**config.mk**
```make
export PLATFORM = sky130hd
export DESIGN_NAME = per_row_ordered_set_with_mask_unit
export DESIGN_NICKNAME = d
export VERILOG_FILES = /design/src/rtl/prosm_pkg.sv /design/src/rtl/prosm_ctrl.sv /design/src/rtl/prosm_dp.sv /design/src/rtl/per_row_ordered_set_with_mask_unit.sv
export SDC_FILE = /design/constraint.sdc
export NUM_CORES = 2
export LEC_CHECK = 0
export ABC_AREA = 1
export ABC_CLOCK_PERIOD_IN_PS = 25200
export BUFFER_PORTS_ARGS = -buffer_cell sky130_fd_sc_hd__buf_4
export CORE_MARGIN = 2
export CORE_UTILIZATION = 30
export CTS_CLUSTER_DIAMETER = 60
export DETAILED_ROUTE_END_ITERATION = 10
export GPL_TIMING_DRIVEN = 0
export PLACE_DENSITY = 0.44
export SYNTH_ARGS = -nofsm -noshare
export SYNTH_HDL_FRONTEND = slang
export SYNTH_SLANG_ARGS = --single-unit
```
**constraint.sdc**
```tcl
create_clock -name clk -period 25.2 [get_ports clk]
set_clock_uncertainty 0.1 [all_clocks]
set_input_delay 1.26 -clock clk [delete_from_list [all_inputs] [get_ports clk]]
set_output_delay 1.26 -clock clk [all_outputs]
set_load 0.02 [all_outputs]
```
**src/rtl/prosm_pkg.sv**
```systemverilog
// shared types, codes and defaults for the per-row ordered set unit
package prosm_pkg;

    localparam int ROWS_DEF  = 8;
    localparam int SLOTS_DEF = 16;
    localparam int PTR_W     = 5;
    localparam int KEY_W     = 8;

    localparam logic [PTR_W-1:0] NIL = 5'd31;

    localparam logic [2:0] OP_ADD     = 3'd0;
    localparam logic [2:0] OP_DEL     = 3'd1;
    localparam logic [2:0] OP_DEL_ALL = 3'd2;
    localparam logic [2:0] OP_CLR     = 3'd3;
    localparam logic [2:0] OP_UPD     = 3'd4;
    localparam logic [2:0] OP_QUERY   = 3'd5;

    localparam logic [1:0] ST_OK    = 2'd0;
    localparam logic [1:0] ST_RANGE = 2'd1;
    localparam logic [1:0] ST_FULL  = 2'd2;

    typedef struct packed {
        logic [2:0]       op;
        logic [3:0]       row;
        logic [KEY_W-1:0] key;
    } req_t;

    typedef struct packed {
        logic [1:0] status;
        logic       found;
        logic       row_empty;
        logic       row_all_masked;
    } rsp_t;

    typedef struct packed {
        logic load;
        logic walk_start;
        logic rd;
        logic step;
        logic del;
        logic note_hit;
        logic add_new;
        logic add_link;
        logic clr;
        logic upd;
        logic first_row;
        logic row_inc;
        logic restore_row;
        logic finish;
    } cmd_t;

    typedef struct packed {
        logic [2:0] op;
        logic       ok;
        logic       key_zero;
        logic       walk_end;
        logic       key_eq;
        logic       head_slot;
        logic       tail_slot;
        logic       pool_full;
        logic       last_row;
        logic       found;
        logic       out_busy;
    } stat_t;

endpackage

```
**src/rtl/prosm_ctrl.sv**
```systemverilog
// sequencer for list walks, inserts, deletes, clears, mask updates and result hand-off
module prosm_ctrl (
    input  logic            clk,
    input  logic            rst_n,
    input  logic            req_valid,
    output logic            req_stall,
    input  prosm_pkg::stat_t st,
    output prosm_pkg::cmd_t  cmd
);

    localparam logic [3:0] S_IDLE = 4'd0;
    localparam logic [3:0] S_DISP = 4'd1;
    localparam logic [3:0] S_ROW  = 4'd2;
    localparam logic [3:0] S_RD   = 4'd3;
    localparam logic [3:0] S_CHK  = 4'd4;
    localparam logic [3:0] S_EVAL = 4'd5;
    localparam logic [3:0] S_ADD1 = 4'd6;
    localparam logic [3:0] S_ADD2 = 4'd7;
    localparam logic [3:0] S_NXT  = 4'd8;
    localparam logic [3:0] S_FIN  = 4'd9;

    logic [3:0] state_reg;
    logic [3:0] state_next;
    logic       del_op;

    assign req_stall = (state_reg != S_IDLE);
    assign del_op = (st.op == prosm_pkg::OP_DEL) || (st.op == prosm_pkg::OP_DEL_ALL);

    always_comb
    begin
        cmd        = '0;
        state_next = state_reg;
        case (state_reg)
            S_IDLE:
            begin
                if (req_valid)
                begin
                    cmd.load   = 1'b1;
                    state_next = S_DISP;
                end
            end
            S_DISP:
            begin
                if (st.op == prosm_pkg::OP_DEL_ALL)
                begin
                    if (st.key_zero)
                    begin
                        cmd.restore_row = 1'b1;
                        state_next      = S_FIN;
                    end
                    else
                    begin
                        cmd.first_row = 1'b1;
                        state_next    = S_ROW;
                    end
                end
                else if (!st.ok)
                begin
                    cmd.upd    = (st.op == prosm_pkg::OP_UPD);
                    state_next = S_FIN;
                end
                else
                begin
                    cmd.walk_start = 1'b1;
                    state_next     = S_RD;
                end
            end
            S_ROW:
            begin
                if (st.head_slot)
                begin
                    cmd.walk_start = 1'b1;
                    state_next     = S_RD;
                end
                else
                begin
                    state_next = S_NXT;
                end
            end
            S_RD:
            begin
                if (st.walk_end)
                begin
                    state_next = S_EVAL;
                end
                else
                begin
                    cmd.rd     = 1'b1;
                    state_next = S_CHK;
                end
            end
            S_CHK:
            begin
                if (st.key_eq)
                begin
                    if (del_op && !st.key_zero)
                    begin
                        cmd.del    = 1'b1;
                        state_next = (st.op == prosm_pkg::OP_DEL_ALL) ? S_NXT : S_FIN;
                    end
                    else
                    begin
                        cmd.note_hit = 1'b1;
                        state_next   = S_EVAL;
                    end
                end
                else
                begin
                    cmd.step   = 1'b1;
                    state_next = S_RD;
                end
            end
            S_EVAL:
            begin
                state_next = S_FIN;
                if (st.op == prosm_pkg::OP_ADD)
                begin
                    if (!st.found && !st.key_zero)
                    begin
                        state_next = S_ADD1;
                    end
                end
                else if (st.op == prosm_pkg::OP_CLR)
                begin
                    cmd.clr = 1'b1;
                end
                else if (st.op == prosm_pkg::OP_UPD)
                begin
                    cmd.upd = 1'b1;
                end
                else if (st.op == prosm_pkg::OP_DEL_ALL)
                begin
                    state_next = S_NXT;
                end
            end
            S_ADD1:
            begin
                cmd.add_new = 1'b1;
                state_next  = (!st.pool_full && st.head_slot && st.tail_slot) ? S_ADD2 : S_FIN;
            end
            S_ADD2:
            begin
                cmd.add_link = 1'b1;
                state_next   = S_FIN;
            end
            S_NXT:
            begin
                if (st.last_row)
                begin
                    cmd.restore_row = 1'b1;
                    state_next      = S_FIN;
                end
                else
                begin
                    cmd.row_inc = 1'b1;
                    state_next  = S_ROW;
                end
            end
            S_FIN:
            begin
                if (!st.out_busy)
                begin
                    cmd.finish = 1'b1;
                    state_next = S_IDLE;
                end
            end
            default:
            begin
                state_next = S_IDLE;
            end
        endcase
    end

    always_ff @(posedge clk or negedge rst_n)
    begin
        if (!rst_n)
        begin
            state_reg <= S_IDLE;
        end
        else
        begin
            state_reg <= state_next;
        end
    end

endmodule

```
**src/rtl/prosm_dp.sv**
```systemverilog
// slot memory, row pointers, walk registers and result register
module prosm_dp #(
    parameter int ROWS  = prosm_pkg::ROWS_DEF,
    parameter int SLOTS = prosm_pkg::SLOTS_DEF
) (
    input  logic             clk,
    input  logic             rst_n,
    input  prosm_pkg::req_t  req,
    input  prosm_pkg::cmd_t  cmd,
    output prosm_pkg::stat_t st,
    output prosm_pkg::rsp_t  rsp,
    output logic             rsp_valid,
    input  logic             rsp_stall
);

    localparam int RW    = (ROWS > 1) ? $clog2(ROWS) : 1;
    localparam int SW    = (SLOTS > 1) ? $clog2(SLOTS) : 1;
    localparam int DEPTH = ROWS * SLOTS;
    localparam int AW    = (DEPTH > 1) ? $clog2(DEPTH) : 1;
    localparam int NW    = $clog2(SLOTS + 2);
    localparam int PW    = prosm_pkg::PTR_W;
    localparam int KW    = prosm_pkg::KEY_W;
    localparam int MW    = KW + PW;

    localparam logic [PW-1:0] NILP      = prosm_pkg::NIL;
    localparam logic [PW-1:0] SLOTS_P   = PW'(SLOTS);
    localparam logic [NW-1:0] N_DEL_LIM = NW'(SLOTS);
    localparam logic [NW-1:0] N_HAS_LIM = NW'(SLOTS - 1);

    logic [MW-1:0]   mem [DEPTH];
    logic [DEPTH-1:0] valid_reg;
    logic [PW-1:0]   head_reg [ROWS];
    logic [PW-1:0]   tail_reg [ROWS];
    logic [PW-1:0]   mask_reg [ROWS];

    prosm_pkg::req_t req_reg;
    logic [RW-1:0]   wrow_reg;
    logic [PW-1:0]   cur_reg;
    logic [PW-1:0]   prev_reg;
    logic [KW-1:0]   prev_key_reg;
    logic [NW-1:0]   n_reg;
    logic            found_reg;
    logic            full_reg;
    logic [PW-1:0]   new_reg;
    logic [MW-1:0]   rd_word_reg;
    logic            rd_vld_reg;
    prosm_pkg::rsp_t rsp_reg;
    logic            rsp_valid_reg;

    logic            ok;
    logic            del_op;
    logic [KW-1:0]   rd_key;
    logic [PW-1:0]   rd_next;
    logic [PW-1:0]   head_w;
    logic [PW-1:0]   tail_w;
    logic [PW-1:0]   mask_w;
    logic            head_is;
    logic            tail_is;
    logic            cur_is;
    logic [SLOTS-1:0] row_vld;
    logic [SW-1:0]   free_idx;
    logic            we;
    logic [AW-1:0]   waddr;
    logic [MW-1:0]   wdata;
    logic            re;
    logic [AW-1:0]   raddr;

    function automatic logic [AW-1:0] addr_of(input logic [RW-1:0] r, input logic [SW-1:0] s);
        return AW'(r) * AW'(SLOTS) + AW'(s);
    endfunction

    function automatic logic is_slot(input logic [PW-1:0] p);
        return p < SLOTS_P;
    endfunction

    assign ok      = {1'b0, req_reg.row} < 5'(ROWS);
    assign del_op  = (req_reg.op == prosm_pkg::OP_DEL) || (req_reg.op == prosm_pkg::OP_DEL_ALL);
    assign rd_key  = rd_vld_reg ? rd_word_reg[MW-1:PW] : '0;
    assign rd_next = rd_vld_reg ? rd_word_reg[PW-1:0] : NILP;
    assign head_w  = head_reg[wrow_reg];
    assign tail_w  = tail_reg[wrow_reg];
    assign mask_w  = mask_reg[wrow_reg];
    assign head_is = is_slot(head_w);
    assign tail_is = is_slot(tail_w);
    assign cur_is  = is_slot(cur_reg);

    always_comb
    begin
        for (int s = 0; s < SLOTS; s++)
        begin
            row_vld[s] = valid_reg[addr_of(wrow_reg, SW'(s))];
        end
    end

    // lowest free slot of the working row
    always_comb
    begin
        free_idx = '0;
        for (int s = SLOTS - 1; s >= 0; s--)
        begin
            if (!row_vld[s])
            begin
                free_idx = SW'(s);
            end
        end
    end

    always_comb
    begin
        st           = '0;
        st.op        = req_reg.op;
        st.ok        = ok;
        st.key_zero  = (req_reg.key == '0);
        st.walk_end  = !cur_is || (n_reg > (del_op ? N_DEL_LIM : N_HAS_LIM));
        st.key_eq    = (rd_key == req_reg.key);
        st.head_slot = head_is;
        st.tail_slot = tail_is;
        st.pool_full = &row_vld;
        st.last_row  = (wrow_reg == RW'(ROWS - 1));
        st.found     = found_reg;
        st.out_busy  = rsp_valid_reg && rsp_stall;
    end

    // single write port and single read port on the slot memory
    always_comb
    begin
        we    = 1'b0;
        waddr = '0;
        wdata = '0;
        if (cmd.del && (n_reg != '0))
        begin
            we    = 1'b1;
            waddr = addr_of(wrow_reg, prev_reg[SW-1:0]);
            wdata = {prev_key_reg, rd_next};
        end
        else if (cmd.add_new && !(&row_vld))
        begin
            we    = 1'b1;
            waddr = addr_of(wrow_reg, free_idx);
            wdata = {req_reg.key, NILP};
        end
        else if (cmd.add_link)
        begin
            we    = 1'b1;
            waddr = addr_of(wrow_reg, tail_w[SW-1:0]);
            wdata = {rd_key, new_reg};
        end
    end

    always_comb
    begin
        re    = 1'b0;
        raddr = addr_of(wrow_reg, cur_reg[SW-1:0]);
        if (cmd.rd)
        begin
            re = 1'b1;
        end
        else if (cmd.add_new)
        begin
            re    = 1'b1;
            raddr = addr_of(wrow_reg, tail_w[SW-1:0]);
        end
    end

    always_ff @(posedge clk)
    begin
        if (we)
        begin
            mem[waddr] <= wdata;
        end
        if (re)
        begin
            rd_word_reg <= mem[raddr];
        end
    end

    always_ff @(posedge clk or negedge rst_n)
    begin
        if (!rst_n)
        begin
            rd_vld_reg <= 1'b0;
        end
        else if (re)
        begin
            rd_vld_reg <= valid_reg[raddr];
        end
    end

    // walk and request registers
    always_ff @(posedge clk)
    begin
        if (cmd.load)
        begin
            req_reg   <= req;
            wrow_reg  <= req.row[RW-1:0];
            found_reg <= 1'b0;
            full_reg  <= 1'b0;
        end
        if (cmd.first_row)
        begin
            wrow_reg <= '0;
        end
        if (cmd.row_inc)
        begin
            wrow_reg <= wrow_reg + 1'b1;
        end
        if (cmd.restore_row)
        begin
            wrow_reg <= req_reg.row[RW-1:0];
        end
        if (cmd.walk_start)
        begin
            cur_reg  <= head_w;
            prev_reg <= NILP;
            n_reg    <= '0;
        end
        if (cmd.step)
        begin
            prev_reg     <= cur_reg;
            prev_key_reg <= rd_key;
            cur_reg      <= rd_next;
            n_reg        <= n_reg + 1'b1;
        end
        if (cmd.note_hit && (n_reg < N_DEL_LIM))
        begin
            found_reg <= 1'b1;
        end
        if (cmd.del && ((req_reg.op == prosm_pkg::OP_DEL_ALL) || (n_reg < N_DEL_LIM)))
        begin
            found_reg <= 1'b1;
        end
        if (cmd.add_new)
        begin
            full_reg <= &row_vld;
            new_reg  <= PW'(free_idx);
        end
    end

    // occupancy bits and row pointers
    always_ff @(posedge clk or negedge rst_n)
    begin
        if (!rst_n)
        begin
            valid_reg <= '0;
            for (int r = 0; r < ROWS; r++)
            begin
                head_reg[r] <= NILP;
                tail_reg[r] <= NILP;
                mask_reg[r] <= NILP;
            end
        end
        else
        begin
            if (cmd.del)
            begin
                valid_reg[addr_of(wrow_reg, cur_reg[SW-1:0])] <= 1'b0;
                if (n_reg == '0)
                begin
                    head_reg[wrow_reg] <= rd_next;
                    if (tail_w == cur_reg)
                    begin
                        tail_reg[wrow_reg] <= NILP;
                    end
                end
                else if (tail_w == cur_reg)
                begin
                    tail_reg[wrow_reg] <= prev_reg;
                end
                if (mask_w == cur_reg)
                begin
                    mask_reg[wrow_reg] <= rd_next;
                end
            end
            if (cmd.add_new && !(&row_vld))
            begin
                valid_reg[addr_of(wrow_reg, free_idx)] <= 1'b1;
                if (!head_is)
                begin
                    head_reg[wrow_reg] <= PW'(free_idx);
                    tail_reg[wrow_reg] <= PW'(free_idx);
                end
                else if (!tail_is)
                begin
                    tail_reg[wrow_reg] <= PW'(free_idx);
                end
            end
            if (cmd.add_link)
            begin
                tail_reg[wrow_reg] <= new_reg;
            end
            if (cmd.clr)
            begin
                for (int s = 0; s < SLOTS; s++)
                begin
                    valid_reg[addr_of(wrow_reg, SW'(s))] <= 1'b0;
                end
                head_reg[wrow_reg] <= NILP;
                tail_reg[wrow_reg] <= NILP;
                mask_reg[wrow_reg] <= NILP;
            end
            if (cmd.upd)
            begin
                for (int r = 0; r < ROWS; r++)
                begin
                    mask_reg[r] <= tail_reg[r];
                end
            end
        end
    end

    // result register
    always_ff @(posedge clk)
    begin
        if (cmd.finish)
        begin
            rsp_reg.status         <= !ok ? prosm_pkg::ST_RANGE :
                                      (full_reg ? prosm_pkg::ST_FULL : prosm_pkg::ST_OK);
            rsp_reg.found          <= found_reg;
            rsp_reg.row_empty      <= ok && !head_is;
            rsp_reg.row_all_masked <= ok && (mask_w == tail_w);
        end
    end

    always_ff @(posedge clk or negedge rst_n)
    begin
        if (!rst_n)
        begin
            rsp_valid_reg <= 1'b0;
        end
        else if (cmd.finish)
        begin
            rsp_valid_reg <= 1'b1;
        end
        else if (!rsp_stall)
        begin
            rsp_valid_reg <= 1'b0;
        end
    end

    assign rsp       = rsp_reg;
    assign rsp_valid = rsp_valid_reg;

endmodule

```
**src/rtl/per_row_ordered_set_with_mask_unit.sv**
```systemverilog
// top level of the per-row ordered key set with mask pointers
//
// request channel: req_valid / req_stall carry one transaction {op, row, key};
// it is taken at a rising edge with req_valid high and req_stall low.
// result channel: rsp_valid / rsp_stall carry one transaction per request
// {status, found, row_empty, row_all_masked}, in request order.
// one request is worked on at a time; req_stall stays high from acceptance
// until the result has been written to the output register.
// a list walk reads the slot memory, then compares, for each visited slot,
// since the slot memory has a registered read port; add follows the walk
// with a write of the new slot and, when there was room and the row already
// had a tail, a link write; delete-from-all-rows walks every non-empty row in
// turn. a request with row out of range skips the walk, but for that delete.
// when the receiver stalls, the finished result holds in the output register
// and the next request may already be accepted; its result waits for the slot.
// reset clears all row pointers and slot occupancy bits at once, so the
// block takes requests as soon as reset is released.
module per_row_ordered_set_with_mask_unit #(
    parameter int ROWS  = prosm_pkg::ROWS_DEF,
    parameter int SLOTS = prosm_pkg::SLOTS_DEF
) (
    input  logic            clk,
    input  logic            rst_n,
    input  logic            req_valid,
    output logic            req_stall,
    input  prosm_pkg::req_t req,
    output logic            rsp_valid,
    input  logic            rsp_stall,
    output prosm_pkg::rsp_t rsp
);

    // command and status between sequencer and datapath
    prosm_pkg::cmd_t  cmd;
    prosm_pkg::stat_t st;

    prosm_ctrl u_ctrl (
        .clk       (clk),
        .rst_n     (rst_n),
        .req_valid (req_valid),
        .req_stall (req_stall),
        .st        (st),
        .cmd       (cmd)
    );

    prosm_dp #(
        .ROWS  (ROWS),
        .SLOTS (SLOTS)
    ) u_dp (
        .clk       (clk),
        .rst_n     (rst_n),
        .req       (req),
        .cmd       (cmd),
        .st        (st),
        .rsp       (rsp),
        .rsp_valid (rsp_valid),
        .rsp_stall (rsp_stall)
    );

    // an accepted transaction blocks the request side on the next cycle
    a_busy_after_accept: assert property (@(posedge clk) disable iff (!rst_n)
        (req_valid && !req_stall) |=> req_stall)
        else $error("request side not busy after accept");

    // status code three is never produced
    a_status_legal: assert property (@(posedge clk) disable iff (!rst_n)
        rsp_valid |-> (rsp.status != 2'd3))
        else $error("illegal status code");

    // out-of-range rows report no row flags
    a_range_flags: assert property (@(posedge clk) disable iff (!rst_n)
        (rsp_valid && (rsp.status == prosm_pkg::ST_RANGE)) |->
        (!rsp.row_empty && !rsp.row_all_masked))
        else $error("row flags set on out-of-range row");

    // a refused add never reports the key as present
    a_full_not_found: assert property (@(posedge clk) disable iff (!rst_n)
        (rsp_valid && (rsp.status == prosm_pkg::ST_FULL)) |-> !rsp.found)
        else $error("pool full reported with key present");

endmodule
```
==> impl_metrics.env <==
export IMPL_slew_viol_final=93
export IMPL_drt_total_wl_um=506000
export IMPL_drv_cap=9
export IMPL_core_area_um2=285000
export IMPL_gp_congestion=0.995
export IMPL_r2r_setup_slack_ns=17.64
export IMPL_cp_slowest_cell="clkbuf_1"
export IMPL_syn_inst=7859
export IMPL_synthToLayoutAreaGrowth_pct=21.0
export IMPL_wl_per_cell_um=41.0
export IMPL_synth_nets=7887
export IMPL_synth_warnings=0
export IMPL_grt_pass1_vias=66456
export IMPL_layout_common_cells="edfxtp_1 (1728), nor2_1 (1276), o21ai_0 (1095)"
export IMPL_antenna_found_initial=57
export IMPL_setup_violations=0
export IMPL_worst_pin_slew_ns=1.72
export IMPL_final_cell_count_no_fill=12337
export IMPL_status="finished, violations left"
export IMPL_vias=73618
export IMPL_ios=26
export IMPL_path_class="flop to flop"
export IMPL_synth_area_um2=86200
export IMPL_fin_ws_ns=17.64
export IMPL_fillers=28345
export IMPL_die_h_um=540
export IMPL_timing_rr_end="u_dp.rd_word_reg[12]$_DFFE_PP_"
export IMPL_cp_arrival_ns=8.01
export IMPL_synthFlopType="edfxtp_1"
export IMPL_reg2reg_from="u_dp.wrow_reg[1]$_DFFE_PP_"
export IMPL_largest_reg_flops=1664
export IMPL_synth_edff_count=1728
export IMPL_hold_path_class="input port to asynchronous set/reset pin"
export IMPL_vias_per_cell=5.97
export IMPL_fin_util_pct=36.5
export IMPL_dr_first_iter_drc_count=12538
export IMPL_violations="capacitance limit, slew limit"
export IMPL_synth_avg_cell_area_um2=11.0
export IMPL_num_rows=196
export IMPL_ant_nets=0
export IMPL_slowest_delay_ns=1.02
export IMPL_clkSinkCount=1983
export IMPL_async_flop_share_pct=12.8
export IMPL_layout_commonest_cell="edfxtp_1"
export IMPL_critPathMaxFanout=10
export IMPL_grt_max_degree=107
export IMPL_max_slew_margin_rel_pct=-14.3
export IMPL_ys_types=58
export IMPL_crit_top_cell="nand2_1"
export IMPL_period_minus_slack_ns=7.56
export IMPL_die_width_um=540
export IMPL_drive_above_1_share_pct=13.1
export IMPL_rsz0062_at_grt="no"
export IMPL_finalNetCount=8365
export IMPL_tritoncts="done"
export IMPL_ctsResizeCount=0
export IMPL_synth_seq_cells=1983
export IMPL_drc=0
export IMPL_dp_cells=11856
export IMPL_setup_tns_ns=0
export IMPL_drt_first_pass_iters=6
export IMPL_multi_input_area_um2=25200
export IMPL_grt_total_usage_pct=33.7
export IMPL_p_leak_uw=0.0356
export IMPL_ys_seq_area_share_pct=67.7
export IMPL_clock_latency_ns=0.99
export IMPL_portBuffers=25
export IMPL_dieArea_um2=292000
export IMPL_end_kind="flop"
export IMPL_finalHoldViolations=0
export IMPL_htreeDepth=4
export IMPL_cp_startpoint="u_dp.wrow_reg[1]$_DFFE_PP_"
export IMPL_crit_chain="buf_4, inv_2, clkbuf_1, nand2_1, nand2_1, nand2_1, nand3_1, o21ai_0, clkinv_1, clkbuf_1, clkbuf_1, o211ai_1, o211ai_1, nand2_1, nand2_1, nand2_1, nor2_1, nand2_1"
export IMPL_cp_start_kind="flop"
export IMPL_timing_fmax_mhz=132
export IMPL_place_worst_setup_slack_ns=17.85
export IMPL_hpwl_um=367000
export IMPL_clk_path_buf_depth=4
export IMPL_power_per_cell_area_nw_per_um2=117
export IMPL_worstPathRequired_ns=25.65
export IMPL_grt_overflow_total=0
export IMPL_grt_pass1_wl_um=653000
export IMPL_r2r_cells=18
export IMPL_vdd_drop_max_v=0.0000719
export IMPL_initial_core_util_pct=30.2
export IMPL_path_clk_slew_ns=0.06
export IMPL_post_cts_buffers=0
export IMPL_cts_hold_buf=0
export IMPL_clockRootBuffer="clkbuf_16"
export IMPL_cts_buffers=240
export IMPL_ff_latch_area_um2=58400
export IMPL_p_total_uw=12200
export IMPL_period_share_pct=30.0
[routing by layer]
metal | global-route usage (%) | up-vias | wire length [um]
li1 | - | 29164 | -
met1 | 43.6 | 37601 | 195000
met2 | 49.7 | 5430 | 214000
met3 | 9.12 | 1401 | 57600
met4 | 21.3 | 22 | 38700
met5 | 0.0493 | - | 152
[worst max-delay path by stage]
stage	slack, ns	endpoint
floorplan	17.11	u_dp.mem[0][4]$_DFFE_PP_
detailed placement	17.85	u_dp.rd_word_reg[0]$_DFFE_PP_
global placement	5.59	u_dp.mem[42][4]$_DFFE_PP_
finish	17.64	u_dp.rd_word_reg[12]$_DFFE_PP_
CTS	17.87	u_dp.rd_word_reg[0]$_DFFE_PP_
global route	17.99	u_dp.mem[64][2]$_DFFE_PP_
[worst max-delay path: cells and delay by family (launching register included)]
family,cells,cell delay [ns]
AND/OR/NAND/NOR,9,1.33
flip-flops,1,0.53
buffers and inverters,6,3.87
AO/OA/AOI/OAI,3,1.33
[synth_stat cells, drive strengths merged (2+ instances only)]
| cell | n | share of area, % |
|---|---|---|
| edfxtp | 1728 | 60 |
| nor2 | 1428 | 6.4 |
| o21ai | 1136 | 6.6 |
| nand2 | 929 | 4.1 |
| nand3 | 482 | 2.8 |
| o211ai | 482 | 4.2 |
| inv | 394 | 1.7 |
| clkbuf | 285 | 1.2 |
| a21oi | 241 | 1.4 |
| buf | 226 | 1.3 |
| dfrtp | 134 | 3.9 |
| dfstp | 120 | 3.7 |
| o22ai | 54 | 0.39 |
| o221ai | 43 | 0.44 |
| a22oi | 25 | 0.22 |
| nor3 | 23 | 0.20 |
| xor2 | 18 | 0.18 |
| nand4 | 15 | 0.17 |
| or2 | 15 | 0.11 |
| a221oi | 12 | 0.12 |
| ha | 9 | 0.13 |
| a31oi | 8 | 0.058 |
| o31ai | 8 | 0.070 |
| nand3b | 7 | 0.061 |
| mux2i | 6 | 0.070 |
| nor4 | 5 | 0.036 |
| clkinv | 4 | 0.017 |
| o2111ai | 4 | 0.041 |
| a211oi | 3 | 0.032 |
| and2 | 2 | 0.015 |
| and3 | 2 | 0.015 |
| xnor2 | 2 | 0.020 |
[final cells by class]
cell class,instances,area share [%]
Buffer,511,2.14
Inverter,398,1.43
Clock buffer,307,6.08
Sequential cell,1983,56.0
Antenna cell,34,0.0816
Multi-Input combinational cell,4967,24.2
Clock inverter,139,1.19
Tap cell,3762,4.51
Timing Repair Buffer,236,4.36
[cells by family (layout without fill, tap and decap cells)]
logic type | count (synthesis) | after routing | share of synthesized area (%)
and+or+nand+nor | 2908 | 2908 | 13.9
adders and majority gates | 9 | 9 | 0.131
other | 0 | 34 | 0
DFF | 1983 | 1983 | 67.7
AOI/OAI and AO/OA | 2024 | 2024 | 13.6
muxes | 6 | 6 | 0.0696
buffers and inverters | 909 | 1591 | 4.30
xor gates and xnor gates | 20 | 20 | 0.203
[metrics by stage]
stage                     cell area (um^2)  hold slack (ns)
after floorplan                      86200            0.308
after global placement               91100            0.364
after detailed placement             96600            0.371
after CTS                           104000            0.245
after global routing                104000            0.292
final                               104000            0.234
[power breakdown]
part | internal (uW) | leakage (uW) | switching, uW
Sequential | 3750 | 0.0190 | 97.0
Combinational | 936 | 0.0129 | 3940
Clock | 1920 | 0.00368 | 1520
No activity file was read; power rests on OpenSTA's default activity.
